File: config.mk
export PLATFORM = sky130hd
export DESIGN_NAME = calendar_clock_counter
export DESIGN_NICKNAME = d
export VERILOG_FILES = /design/src/hw/rtl/calclk_pkg.sv /design/src/hw/rtl/calendar_clock_counter.sv /design/src/hw/rtl/calclk_next.sv
export SDC_FILE = /design/constraint.sdc
export NUM_CORES = 1
export LEC_CHECK = 0
export BUFFER_PORTS_ARGS = -buffer_cell sky130_fd_sc_hd__buf_2
export CAP_MARGIN = 10
export CELL_PAD_IN_SITES_DETAIL_PLACEMENT = 1
export CELL_PAD_IN_SITES_GLOBAL_PLACEMENT = 1
export CORE_ASPECT_RATIO = 0.8
export CORE_MARGIN = 1
export CORE_UTILIZATION = 45
export CTS_BUF_LIST = sky130_fd_sc_hd__clkbuf_4
export CTS_CLUSTER_DIAMETER = 150
export DETAILED_ROUTE_END_ITERATION = 8
export HOLD_SLACK_MARGIN = 0.1
export PLACE_DENSITY_LB_ADDON = 0.1
export RECOVER_POWER = 25
export SYNTH_ARGS = -nofsm -noshare
export SYNTH_HDL_FRONTEND = slang
export SYNTH_HIERARCHICAL = 1
export SYNTH_SLANG_ARGS = --single-unit
File: constraint.sdc
create_clock -name clk_i -period 4.4 [get_ports clk_i]
set_clock_uncertainty 0.1 [all_clocks]
set_input_delay 0.22 -clock clk_i [delete_from_list [all_inputs] [get_ports clk_i]]
set_output_delay 0.22 -clock clk_i [all_outputs]
set_load 0.005 [all_outputs]
File: src/hw/rtl/calclk_pkg.sv
// ----------------------------------------------------------------------------
// calclk_pkg
// Shared types, constants and the month length function of the calendar clock.
// ----------------------------------------------------------------------------
package calclk_pkg;

  // Full calendar time
  typedef struct packed {
    logic [15:0] year;
    logic [3:0]  month;
    logic [4:0]  day;
    logic [4:0]  hour;
    logic [5:0]  minute;
    logic [5:0]  second;
    logic [2:0]  dow;
    logic [15:0] week;
  } cal_time_t;

  // Function codes
  localparam logic FUNC_TICK = 1'b0;
  localparam logic FUNC_LOAD = 1'b1;

  // Reset values
  localparam logic [5:0] RESET_STEP = 6'd10;
  localparam cal_time_t RESET_TIME = '{
    year:   16'd2022,
    month:  4'd1,
    day:    5'd1,
    hour:   5'd0,
    minute: 6'd0,
    second: 6'd0,
    dow:    3'd1,
    week:   16'd1
  };

  // Wrap limits
  localparam logic [6:0] SEC_PER_MIN   = 7'd60;
  localparam logic [6:0] MIN_PER_HOUR  = 7'd60;
  localparam logic [5:0] HOUR_PER_DAY  = 6'd24;
  localparam logic [4:0] MONTH_WRAP    = 5'd13;
  localparam logic [2:0] DAYS_PER_WEEK = 3'd7;
  localparam logic [3:0] MONTH_MAX     = 4'd12;
  localparam logic [4:0] HOUR_MAX      = 5'd23;
  localparam logic [5:0] MINSEC_MAX    = 6'd59;

  // Days in a month; leap year when the year is a multiple of four
  function automatic logic [4:0] month_len(input logic [1:0] year_lsb,
                                           input logic [3:0] month);
    logic [4:0] len;
    case (month) inside
      4'd2:                     len = (year_lsb == 2'd0) ? 5'd29 : 5'd28;
      4'd4, 4'd6, 4'd9, 4'd11:  len = 5'd30;
      default:                  len = 5'd31;
    endcase
    return len;
  endfunction

endpackage

File: src/hw/rtl/calendar_clock_counter.sv
// ----------------------------------------------------------------------------
// calendar_clock_counter: calendar clock with tick and load transactions
// The input register feeds the time register that drives the outputs.
// One item per cycle unless the output stalls; carry ripple is combinational.
// Async active-low reset: time 2022-01-01 00:00:00, weekday 1, week 1, step 10.
// ----------------------------------------------------------------------------
module calendar_clock_counter (
  input  logic        clk_i,
  input  logic        rst_ni,
  // configuration
  input  logic        cfg_we_i,
  input  logic [5:0]  cfg_wdata_i,
  // input channel
  input  logic        in_valid_i,
  output logic        in_stall_o,
  input  logic        func_i,
  input  logic [15:0] load_year_i,
  input  logic [3:0]  load_month_i,
  input  logic [4:0]  load_day_i,
  input  logic [4:0]  load_hour_i,
  input  logic [5:0]  load_minute_i,
  input  logic [5:0]  load_second_i,
  input  logic [2:0]  load_day_of_week_i,
  input  logic [15:0] load_week_i,
  // output channel
  output logic        out_valid_o,
  input  logic        out_stall_i,
  output logic [15:0] cur_year_o,
  output logic [3:0]  cur_month_o,
  output logic [4:0]  cur_day_o,
  output logic [4:0]  cur_hour_o,
  output logic [5:0]  cur_minute_o,
  output logic [5:0]  cur_second_o,
  output logic [2:0]  cur_day_of_week_o,
  output logic [15:0] cur_week_o,
  output logic        load_rejected_o
);

  logic                  s1_valid_q;
  logic                  s1_func_q;
  calclk_pkg::cal_time_t s1_load_q;
  logic [5:0]            step_q;
  calclk_pkg::cal_time_t time_q, time_d;
  logic                  rej_q, rej_d;
  logic                  out_valid_q;
  logic                  out_free;
  logic                  s1_fire;
  logic                  in_fire;

  // Handshake: the time register is the result register, so it only moves
  // when the output side can take a new transaction.
  assign out_free   = !out_valid_q || !out_stall_i;
  assign s1_fire    = s1_valid_q && out_free;
  assign in_stall_o = s1_valid_q && !out_free;
  assign in_fire    = in_valid_i && !in_stall_o;

  // Control and time state
  always_ff @(posedge clk_i or negedge rst_ni) begin
    if (!rst_ni) begin
      s1_valid_q  <= 1'b0;
      out_valid_q <= 1'b0;
      step_q      <= calclk_pkg::RESET_STEP;
      time_q      <= calclk_pkg::RESET_TIME;
      rej_q       <= 1'b0;
    end else begin
      if (in_fire) begin
        s1_valid_q <= 1'b1;
      end else if (s1_fire) begin
        s1_valid_q <= 1'b0;
      end
      if (s1_fire) begin
        out_valid_q <= 1'b1;
        time_q      <= time_d;
        rej_q       <= rej_d;
      end else if (!out_stall_i) begin
        out_valid_q <= 1'b0;
      end
      if (cfg_we_i) begin
        step_q <= cfg_wdata_i;
      end
    end
  end

  // Input payload register
  always_ff @(posedge clk_i) begin
    if (in_fire) begin
      s1_func_q        <= func_i;
      s1_load_q.year   <= load_year_i;
      s1_load_q.month  <= load_month_i;
      s1_load_q.day    <= load_day_i;
      s1_load_q.hour   <= load_hour_i;
      s1_load_q.minute <= load_minute_i;
      s1_load_q.second <= load_second_i;
      s1_load_q.dow    <= load_day_of_week_i;
      s1_load_q.week   <= load_week_i;
    end
  end

  // Next time
  calclk_next u_next (
    .cur_i      (time_q),
    .func_i     (s1_func_q),
    .load_i     (s1_load_q),
    .step_i     (step_q),
    .nxt_o      (time_d),
    .rejected_o (rej_d)
  );

  // Outputs
  assign out_valid_o       = out_valid_q;
  assign cur_year_o        = time_q.year;
  assign cur_month_o       = time_q.month;
  assign cur_day_o         = time_q.day;
  assign cur_hour_o        = time_q.hour;
  assign cur_minute_o      = time_q.minute;
  assign cur_second_o      = time_q.second;
  assign cur_day_of_week_o = time_q.dow;
  assign cur_week_o        = time_q.week;
  assign load_rejected_o   = rej_q;

endmodule

File: src/hw/rtl/calclk_next.sv
// ----------------------------------------------------------------------------
// calclk_next
// Next calendar time for one transaction: tick with carry ripple, or a
// range-checked load.
// ----------------------------------------------------------------------------
module calclk_next (
  input  calclk_pkg::cal_time_t cur_i,
  input  logic                  func_i,
  input  calclk_pkg::cal_time_t load_i,
  input  logic [5:0]            step_i,
  output calclk_pkg::cal_time_t nxt_o,
  output logic                  rejected_o
);

  logic [6:0]            sec_sum;
  logic [6:0]            min_inc;
  logic [5:0]            hour_inc;
  logic [5:0]            day_inc;
  logic [4:0]            mon_inc;
  logic [4:0]            day_lim;
  logic [4:0]            load_lim;
  logic                  load_ok;
  calclk_pkg::cal_time_t tick_t;

  assign sec_sum  = {1'b0, cur_i.second} + {1'b0, step_i};
  assign min_inc  = {1'b0, cur_i.minute} + 7'd1;
  assign hour_inc = {1'b0, cur_i.hour} + 6'd1;
  assign day_inc  = {1'b0, cur_i.day} + 6'd1;
  assign mon_inc  = {1'b0, cur_i.month} + 5'd1;
  assign day_lim  = calclk_pkg::month_len(cur_i.year[1:0], cur_i.month);
  assign load_lim = calclk_pkg::month_len(load_i.year[1:0], load_i.month);

  // Tick: seconds, then one carry rippling up to the year
  always_comb begin
    tick_t = cur_i;
    if (sec_sum >= calclk_pkg::SEC_PER_MIN) begin
      tick_t.second = '0;
      if (min_inc >= calclk_pkg::MIN_PER_HOUR) begin
        tick_t.minute = '0;
        if (hour_inc >= calclk_pkg::HOUR_PER_DAY) begin
          tick_t.hour = '0;
          // day and month
          if (day_inc > {1'b0, day_lim}) begin
            tick_t.day = 5'd1;
            if (mon_inc >= calclk_pkg::MONTH_WRAP) begin
              tick_t.month = 4'd1;
              tick_t.year  = cur_i.year + 16'd1;
            end else begin
              tick_t.month = mon_inc[3:0];
            end
          end else begin
            tick_t.day = day_inc[4:0];
          end
          // day of week and week count
          if (cur_i.dow >= calclk_pkg::DAYS_PER_WEEK) begin
            tick_t.dow  = 3'd1;
            tick_t.week = cur_i.week + 16'd1;
          end else begin
            tick_t.dow = cur_i.dow + 3'd1;
          end
        end else begin
          tick_t.hour = hour_inc[4:0];
        end
      end else begin
        tick_t.minute = min_inc[5:0];
      end
    end else begin
      tick_t.second = sec_sum[5:0];
    end
  end

  // Load range check
  assign load_ok = (load_i.month != 4'd0) && (load_i.month <= calclk_pkg::MONTH_MAX)
                && (load_i.day != 5'd0) && (load_i.day <= load_lim)
                && (load_i.hour <= calclk_pkg::HOUR_MAX)
                && (load_i.minute <= calclk_pkg::MINSEC_MAX)
                && (load_i.second <= calclk_pkg::MINSEC_MAX)
                && (load_i.dow != 3'd0);

  // Select the result
  always_comb begin
    nxt_o      = tick_t;
    rejected_o = 1'b0;
    if (func_i == calclk_pkg::FUNC_LOAD) begin
      nxt_o      = load_ok ? load_i : cur_i;
      rejected_o = !load_ok;
    end
  end

endmodule

==> impl_metrics.env <==
export IMPL_status="finished, violations left"
export IMPL_violations="DRC, capacitance limit, slew limit"
export IMPL_crit_arrival_ns=4.32
export IMPL_cellPowerDensity_mw_per_mm2=543
export IMPL_rsz0062_at_grt="no"
export IMPL_final_hold_violation_count=0
export IMPL_routed_wl_mm=24.4
export IMPL_synth_area_leaders="edfxtp_1, dfrtp_1, mux2_2, mux2i_1, dfstp_2"
export IMPL_fp_dieW_microns=153
export IMPL_seqPwrFrac_pct=40.7
export IMPL_crit_path_start_kind="flip-flop"
export IMPL_coreArea_sq_mm=0.0175
export IMPL_max_freq_mhz=255
export IMPL_p_switching_uw=2310
export IMPL_grt_pass1_wl_mm=39.2
export IMPL_ir_worst_vdd_v=0.000196
export IMPL_ys_ff_latch=132
export IMPL_rr_startpoint="cur_month_o[0]$_DFFE_PN1P_"
export IMPL_num_vias=7092
export IMPL_post_cts_buffers=0
export IMPL_cts_resized=0
export IMPL_met2_usage_pct=46.0
export IMPL_drc=7
export IMPL_cts_root_buf="clkbuf_4"
export IMPL_worst_pin_slew_ns=2.00
export IMPL_gp_congestion=0.896
export IMPL_clk_transition_reported_paths_ns=0.13
export IMPL_ys_flop_type="edfxtp_1"
export IMPL_grt_util_met1_pct=34.3
export IMPL_antenna_found_initial=1
export IMPL_grt_total_usage_pct=26.8
export IMPL_drt_pass1_iterations=9
export IMPL_vias_per_cell=5.92
export IMPL_busiest_layer="met2"
export IMPL_fin_nets=1056
export IMPL_clock_sinks=132
export IMPL_cts_htree_levels=4
export IMPL_postRouteAntennaNets=0
export IMPL_tritoncts="yes"
export IMPL_syn_num_nets=856
export IMPL_internal_power_uw=3170
export IMPL_grt_overflow_total=0
export IMPL_dpl_hpwl_mm=15.4
export IMPL_fin_tns_setup_ns=0
export IMPL_combPwrFrac_pct=44.1
export IMPL_grt_pass1_vias=7477
export IMPL_yosysMostFrequentCell="mux2_2"
export IMPL_fill_cells=1959
export IMPL_yosysWarnings=6
export IMPL_drt_iter0_markers=430
export IMPL_io_buffers=136
export IMPL_rows=43
export IMPL_area_growth_pct=23.3
export IMPL_initial_utilization_pct=46.6
export IMPL_holdWs_ns=0.259
export IMPL_finalCritPeriodShare_pct=89.2
export IMPL_max_clock_path_buffers=2
export IMPL_critical_path_class="flip-flop to flip-flop"
export IMPL_synth_cell_type_count=76
export IMPL_worst_hold_path_type="input pin to flip-flop"
export IMPL_clkPwrFrac_pct=15.2
export IMPL_synth_edf_count=62
export IMPL_synth_cells=758
export IMPL_relSlewSlack_pct=-33.4
export IMPL_ioPinCount=137
export IMPL_drv_slew=71
export IMPL_syn_area_sq_mm=0.00818
export IMPL_synth_top_area_share_pct=22.8
export IMPL_totalPowerFinal_uw=5480
export IMPL_synth_commonest_cells="mux2_2, edfxtp_1, dfrtp_1"
export IMPL_post_route_min_period_ns=3.92
export IMPL_hold_start="load_week_i[9]"
export IMPL_async_flop_share_pct=53.0
export IMPL_ys_seq_area_share_pct=44.4
export IMPL_crit_required_ns=4.80
export IMPL_endpoint_kind="flip-flop"
export IMPL_chipHeight_microns=123
export IMPL_power_static_leakage_uw=0.00400
export IMPL_clk_latency_ns=0.56
export IMPL_numCtsBuffers=17
export IMPL_drive_above_1_share_pct=29.4
export IMPL_syn_avg_cell_area_sq_um=10.8
export IMPL_swShare_pct=42.2
export IMPL_grtUsageMet3_pct=5.01
export IMPL_drv_cap=1
export IMPL_crit_fanout=22
export IMPL_post_drt_wl_per_cell_microns=20.4
export IMPL_grt_max_degree=80
export IMPL_crit_start="cur_month_o[0]$_DFFE_PN1P_"
export IMPL_setup_viol=0
export IMPL_dieArea_sq_mm=0.0187
export IMPL_yosys_area_top_type="edfxtp_1"
per-stage QoR:
| stage | setup WS (ns) | instances | instance area, sq um | util (%) |
|---|---|---|---|---|
| final | 0.477 | 1197 | 10100 | 57.5 |
| after global routing | 0.163 | 1197 | 10100 | 57.5 |
| after CTS | 0.518 | 1196 | 10100 | 57.5 |
| after detailed placement | 0.510 | 1086 | 9030 | 51.5 |
| after global placement | 0.619 | 1086 | 9030 | 51.5 |
| after floorplan | 0.922 | 758 | 8180 | - |
power by group through the flow:
stage          logic (uW)  clock network (uW)  registers (uW)
2_1_floorplan        1590                   0            2090
3_3_place_gp         2200                   0            2200
3_5_place_dp         2320                   0            2240
4_1_cts              2400                 865            2220
5_1_grt              2670                 904            2310
6_report             2410                 833            2230
registers in the layout (all words and copies together), names as in the netlist, 5 cells and up:
register,flops
cur_minute_o,6
cur_second_o,6
cur_hour_o,5
cur_day_o,5
step_q,6
cur_year_o,16
s1_load_q,61
cur_week_o,16
per-layer routing:
layer	wire, microns	up-vias
met3	1000	29
li1	-	3327
met1	11100	3572
met2	11900	164
met4	371	0
met5	0	-
critical path: stages, from the launching register on:
cell	delay (ns)
dfstp_2	0.64
inv_1	0.14
ha_1	0.23
o21ai_0	0.15
o21ai_0	0.10
o21ai_0	0.16
ha_1	0.25
a21boi_1	0.22
o2111ai_1	0.18
o211ai_2	0.23
nand2_1	0.45
o311a_1	0.51
a221o_1	0.26
mux2_2	0.26
path summary, 6_finish.rpt:
check                      slack [ns]  depth (start not counted)                         end
min in group asynchronous        0.60                          2  cur_month_o[2]$_DFFE_PN0P_
min                              0.26                          2      s1_load_q[9]$_DFFE_PP_
max                              0.48                         13   cur_year_o[7]$_DFFE_PN1P_
max in group asynchronous        2.35                          2   cur_week_o[1]$_DFFE_PN0P_
max reg2reg                      0.48                         13   cur_year_o[7]$_DFFE_PN1P_
min reg2reg                      0.42                          1     out_valid_o$_DFFE_PN0P_
layout make-up:
class,instances,area (sq um),area share [%]
Clock buffer,19,143,1.41
Multi-Input combinational cell,554,4230,42.0
Inverter,27,101,1.01
Sequential cell,132,3630,36.0
Tap cell,225,282,2.79
Timing Repair Buffer,226,1560,15.4
Antenna cell,1,2.50,0.0248
Clock inverter,13,135,1.34
placed cells by master (no fill, tap or decap), drive strengths merged, types with 31 or more instances in the layout:
master	instances
edfxtp	62
nand3	36
mux2	87
nand2	37
dlygate4sd3	78
o21ai	31
mux2i	41
nor2	52
dfrtp	56
buf	141
cells by family after synthesis:
| logic type | Yosys count | synth area share (%) |
|---|---|---|
| buffers and inverters | 72 | 3.95 |
| multiplexers | 128 | 17.0 |
| AO/OA/AOI/OAI | 174 | 15.9 |
| XOR/XNOR | 4 | 0.429 |
| AND/OR/NAND/NOR | 223 | 14.4 |
| flip-flops | 132 | 44.4 |
| adder cells (fa/ha/maj) | 25 | 3.92 |
repair_timing:
action                                 in CTS  in global routing
endpoints found under the hold margin     126                  0
hold buffers                               78                  0
setup endpoints to repair                   0                  0
Power figures use the tool's default switching activity.
